### src/sv/nbv_pkg.sv
// Shared types, constants and fixed-point helpers for the N-body Verlet step core.
package nbv_pkg;

  localparam logic [63:0] SMAX = 64'h7fff_ffff_ffff_ffff;
  localparam logic [63:0] SMIN = 64'h8000_0000_0000_0000;

  localparam logic OP_LOAD = 1'b0;
  localparam logic OP_STEP = 1'b1;

  localparam int CFG_IDX_W  = 2;
  localparam int CFG_DATA_W = 41;
  localparam logic [CFG_IDX_W-1:0] REG_STEP_SIZE        = 2'd0;
  localparam logic [CFG_IDX_W-1:0] REG_PERIOD_BAND      = 2'd1;
  localparam logic [CFG_IDX_W-1:0] REG_PERIOD_MIN_STEPS = 2'd2;

  localparam logic [40:0] STEP_SIZE_RST        = 41'd109951162778;
  localparam logic [40:0] PERIOD_BAND_RST      = 41'd10995116278;
  localparam logic [31:0] PERIOD_MIN_STEPS_RST = 32'd500;

  // r3 at or below this saturates the inverse
  localparam logic [63:0]  TINY_R3      = 64'd131072;
  // remainder of 2^80 / d after the quotient bits that are always zero
  localparam logic [63:0]  DIV_REM_INIT = 64'd131072;
  localparam logic [127:0] ROUND_HALF   = 128'h80_0000_0000;

  localparam logic [5:0] SQRT_LAST = 6'd51;
  localparam logic [5:0] DIV_LAST  = 6'd62;
  localparam logic [2:0] MUL_LAST  = 3'd5;
  localparam logic [2:0] MUL_PARTS = 3'd4;

  typedef struct packed {
    logic                operation;
    logic [3:0]          body_index;
    logic [40:0]         body_mass;
    logic signed [63:0]  load_pos_x;
    logic signed [63:0]  load_pos_y;
    logic signed [63:0]  load_vel_x;
    logic signed [63:0]  load_vel_y;
  } item_t;

  typedef struct packed {
    logic [3:0]          out_body;
    logic signed [63:0]  out_pos_x;
    logic signed [63:0]  out_pos_y;
    logic                period_hit;
    logic [31:0]         out_step;
    logic                last;
  } result_t;

  typedef struct packed {
    logic [40:0] mass;
    logic [63:0] px;
    logic [63:0] py;
    logic [63:0] vx;
    logic [63:0] vy;
  } body_t;

  typedef struct packed {
    logic [63:0] ax;
    logic [63:0] ay;
  } accel_t;

  typedef struct packed {
    logic        start;
    logic [63:0] a;
    logic [63:0] b;
  } mul_req_t;

  typedef struct packed {
    logic        done;
    logic [63:0] product;
  } mul_rsp_t;

  typedef enum logic [5:0] {
    ST_IDLE, ST_HH, ST_HHW,
    ST_A_RDI, ST_A_LDI, ST_A_RDJ, ST_A_DIFF,
    ST_A_M1, ST_A_M1W, ST_A_M2, ST_A_M2W, ST_A_CHK, ST_A_SQRT,
    ST_A_M3, ST_A_M3W, ST_A_INV, ST_A_DIV,
    ST_A_M4, ST_A_M4W, ST_A_M5, ST_A_M5W, ST_A_M6, ST_A_M6W, ST_A_M7, ST_A_M7W,
    ST_A_NEXTJ,
    ST_E_RD, ST_E_PUT,
    ST_U_RD, ST_U_M1, ST_U_M1W, ST_U_M2, ST_U_M2W, ST_U_M3, ST_U_M3W,
    ST_U_M4, ST_U_M4W,
    ST_V_RD, ST_V_RD2, ST_V_SUM, ST_V_M1, ST_V_M1W, ST_V_M2, ST_V_M2W,
    ST_FIN
  } state_t;

  function automatic logic [63:0] sadd(input logic [63:0] a, input logic [63:0] b);
    logic [64:0] s;
    s = {a[63], a} + {b[63], b};
    if (s[64] != s[63]) return s[64] ? SMIN : SMAX;
    return s[63:0];
  endfunction

  function automatic logic [63:0] ssub(input logic [63:0] a, input logic [63:0] b);
    logic [64:0] s;
    s = {a[63], a} - {b[63], b};
    if (s[64] != s[63]) return s[64] ? SMIN : SMAX;
    return s[63:0];
  endfunction

  function automatic logic [63:0] mag(input logic [63:0] v);
    return v[63] ? (64'd0 - v) : v;
  endfunction

  // acc already holds |a*b| plus one half LSB of the Q24.40 result
  function automatic logic [63:0] mulq_round(input logic [127:0] acc, input logic neg);
    logic [63:0] m;
    m = acc[103:40];
    if (|acc[127:104]) return neg ? SMIN : SMAX;
    if (neg) return m[63] ? SMIN : (64'd0 - m);
    return m[63] ? SMAX : m;
  endfunction

endpackage

### src/sv/nbv_mulq.sv
// Shared Q24.40 multiplier: 64x64 magnitude product from four 32x32 partials.
module nbv_mulq (
  input  logic              clk,
  input  logic              rst,
  input  nbv_pkg::mul_req_t req,
  output nbv_pkg::mul_rsp_t rsp
);

  logic         active;
  logic [2:0]   cnt;
  logic [63:0]  ma;
  logic [63:0]  mb;
  logic         neg;
  logic [63:0]  pp;
  logic [1:0]   psh;
  logic [127:0] acc;
  logic [127:0] pp_shifted;
  logic [31:0]  a_part;
  logic [31:0]  b_part;
  logic         done_q;
  logic [63:0]  product_q;

  assign a_part = (cnt[1]) ? ma[63:32] : ma[31:0];
  assign b_part = (cnt[0]) ? mb[63:32] : mb[31:0];

  assign rsp = '{done: done_q, product: product_q};

  always_comb begin
    case (psh)
      2'd0:    pp_shifted = {64'd0, pp};
      2'd1:    pp_shifted = {32'd0, pp, 32'd0};
      default: pp_shifted = {pp, 64'd0};
    endcase
  end

  always_ff @(posedge clk) begin
    if (rst) begin
      active <= 1'b0;
      done_q <= 1'b0;
      cnt    <= '0;
    end else begin
      done_q <= 1'b0;
      if (req.start) begin
        active <= 1'b1;
        cnt    <= '0;
      end else if (active) begin
        cnt <= cnt + 3'd1;
        if (cnt == nbv_pkg::MUL_LAST) begin
          active <= 1'b0;
          done_q <= 1'b1;
        end
      end
    end
  end

  // partial product registered, accumulated in the next cycle
  always_ff @(posedge clk) begin
    if (req.start) begin
      ma  <= nbv_pkg::mag(req.a);
      mb  <= nbv_pkg::mag(req.b);
      neg <= req.a[63] ^ req.b[63];
      acc <= nbv_pkg::ROUND_HALF;
    end else if (active) begin
      if (cnt < nbv_pkg::MUL_PARTS) begin
        pp  <= a_part * b_part;
        psh <= 2'(cnt[0]) + 2'(cnt[1]);
      end
      if (cnt != 3'd0 && cnt <= nbv_pkg::MUL_PARTS) acc <= acc + pp_shifted;
      if (cnt == nbv_pkg::MUL_LAST) product_q <= nbv_pkg::mulq_round(acc, neg);
    end
  end

endmodule

### config.mk
export PLATFORM = sky130hd
export DESIGN_NAME = nbv_mulq
export DESIGN_NICKNAME = d
export VERILOG_FILES = /design/src/sv/nbv_pkg.sv /design/src/sv/nbv_mulq.sv
export SDC_FILE = /design/constraint.sdc
export NUM_CORES = 2
export LEC_CHECK = 0
export ABC_AREA = 1
export BUFFER_PORTS_ARGS = -buffer_cell sky130_fd_sc_hd__buf_4
export CAP_MARGIN = 30
export CORE_UTILIZATION = 55
export CTS_BUF_LIST = sky130_fd_sc_hd__clkbuf_16
export CTS_CLUSTER_DIAMETER = 120
export DETAILED_ROUTE_END_ITERATION = 8
export PLACE_DENSITY = 0.74
export SLEW_MARGIN = 10
export SYNTH_ARGS = -nofsm -noshare
export SYNTH_HDL_FRONTEND = slang
export SYNTH_SLANG_ARGS = --single-unit
### constraint.sdc
create_clock -name clk -period 10.44 [get_ports clk]
set_input_delay 0.522 -clock clk [delete_from_list [all_inputs] [get_ports clk]]
set_output_delay 0.522 -clock clk [all_outputs]
set_load 0.005 [all_outputs]
==> metrics.csv <==
metric,value,unit
grt_pass1_vias,65692,
postCtsSetupRepairBufs,0,
clock.fmax,0.108,GHz
drive_above_1_share,6.42,%
period_needed,9.25,ns
critical_path_class,reg -> reg,
min_period_over_period,88.6,%
cts_htree_levels,2,
netlist.area_leader.share,26.5,%
grtUsageTotal,46.3,%
synth_commonest_cells,"2489 x nand2_1, 2329 x inv_1, 1261 x nor2_1, 897 x fa_1, 396 x ha_1",
ys_warn_count,0,
synth_xor_area_share,3.71,%
worst_slew_pin_slew,1.13,ns
setup.worst_path.end_class,flop,
ios,196,
cp.arrival,9.62,ns
final_nets,11231,
syn_area,67800,um^2
slew_headroom,25.0,%
grt_pass1_wl,422000,um
hpwl,237000,um
synth_compound_area_share,5.98,%
grt_max_degree,96,
syn_avg_cell_area,6.98,um^2
synth-edff-count,259,
die_h,353,um
clk_pin_slew,0.06,ns
clock_latency,0.71,ns
die_x,353,um
vias,65570,
tns,0,ns
critPathMaxFanout,35,
ctsHoldBuffers,0,
synth_top_family_by_area,adder cells,
slew_violations,0,
cts_tree,yes,
syn_inst,9703,
drtIter0Drc,7477,
finalSetupViolCount,0,
cts_resized,0,
synth-seq-cells,392,
rsz0062_at_grt,false,
hold_viol_final,0,
yosys.area.top_type,fa_1,
synth-simple-area-share,26.4,%
status,"complete, no violations",
gp_congestion,1.18,
synth_most_common_cell,nand2_1,
async_reset_ff_share,0,%
ant_nets,0,
viasPerCell,5.71,
start_util,55.5,%
cts_buffer_depth,3,
dieArea,125000,um^2
drt_first_pass_iters,9,
antenna_found_initial,8,
drv_cap,0,
cts-root-buf,clkbuf_16,
fillers,11553,
critical_path_required,10.81,ns
ys_types,56,
worst_setup_path_start_kind,flop,
wl_per_cell,25.2,um
finalWirelength,289000,um
rows,128,
hp-class,in -> reg,
ys.flop_type,edfxtp_1,
synthAdderAreaFrac,33.8,%
syn_nets,11127,
ys_seq_area_share,15.4,%
synthMuxAreaShare,0,%
placement.io_buffers,195,
area_delta_synth_final,8.11,%
cts_buffers,52,
fin_skew,0.0635,ns
fp.coreArea,122000,um^2
cts.sink_count,392,
drc_errors,0,
grt.overflow.total,0,
synthTopCellsByArea,"fa_1 26%, nand2_1 14%, inv_1 13%",
## cell type report
class	count	area [um^2]	share of cell area [%]
Sequential cell	392	10400	14.3
Tap cell	1625	2030	2.78
Inverter	2361	8870	12.1
Clock buffer	53	1330	1.81
Multi-Input combinational cell	6684	47600	64.9
Clock inverter	45	450	0.615
Antenna cell	5	12.5	0.0171
Timing Repair Buffer	316	2570	3.51
## kinds of logic (layout without fill, tap and decap cells)
logic type,after synthesis,after routing
compound gates,716,716
xor+xnor,287,287
fa+ha+maj,1293,1293
buf+inv,2627,2775
flops,392,392
other cells,0,5
simple gates,4388,4388
## flip-flops by register name, summed over array words and instances, names as in the netlist
name,count
acc,128
ma,64
mb,64
pp,64
product_q,64
cnt,3
psh,2
active,1
done_q,1
neg,1
## through the flow
stage                     std cells  setup slack (ns)  utilization [%]  instance area (um^2)  hold slack [ns]
after floorplan                9703              3.23                -                 67800            0.447
after global placement        11362              1.25             58.3                 71100            0.458
after detailed placement      11372              1.50             58.5                 71300            0.484
after CTS                     11470              1.47             59.9                 73100           0.0172
after global routing          11476              1.06             60.0                 73300           0.0415
final                         11481              1.19             60.0                 73300           0.0403
## critical path, stage by stage, from the launching register on
cell,delay [ns]
dfxtp_2,0.34
buf_4,0.57
o21ai_2,0.46
buf_4,0.33
inv_1,0.69
nand2_1,0.21
fa_1,0.59
inv_1,0.06
fa_1,0.53
inv_1,0.06
fa_1,0.56
inv_1,0.07
fa_1,0.51
fa_1,0.60
fa_1,0.44
fa_1,0.51
fa_1,0.41
ha_1,0.42
nand2_1,0.11
nor2_1,0.20
inv_1,0.14
nor2_1,0.17
nand2_1,0.07
o21ai_1,0.44
nand3_1,0.19
nand2_1,0.14
xor2_1,0.07
## layer usage
metal / track usage, % / share of wire, % / vias to the layer above
met5: 0 / 0.023 / -
li1: - / - / 29059
met1: 54.3 / 35 / 31023
met2: 71.9 / 43 / 4270
met3: 11.2 / 11 / 1210
met4: 38.8 / 11 / 8
## path summary, 6_finish.rpt
path | startpoint | endpoint | slack, ns | cells past startpoint
worst max-delay path | cnt[0] | pp[63] | 1.19 | 26
worst min-delay path | rst | active | 0.04 | 2
worst max register to register | cnt[0] | pp[63] | 1.19 | 26
worst min register to register | acc[39] | acc[39] | 0.50 | 2
## layout by cell type (no fill, tap or decap), types with 14 or more instances in the layout
cell type	n
o22ai_1	65
clkbuf_16	53
fa_1	897
nand2_2	20
o21ai_2	48
buf_4	300
o21a_1	14
inv_2	18
dfxtp_1	131
edfxtp_1	259
nor2_2	15
o21ai_0	170
inv_1	2335
ha_1	396
nor2_1	1261
nor4_1	34
nand2_1	2488
xnor2_1	38
o21ai_1	33
nand4_1	74
a31oi_1	20
a21oi_1	264
clkinv_1	19
nand3_1	277
xor2_1	249
or2_2	68
o21bai_1	62
nor3_1	90
Power is left out: the tool's default activity adds up to more than one toggle a clock period on the data nets, which glitch-free logic cannot reach.
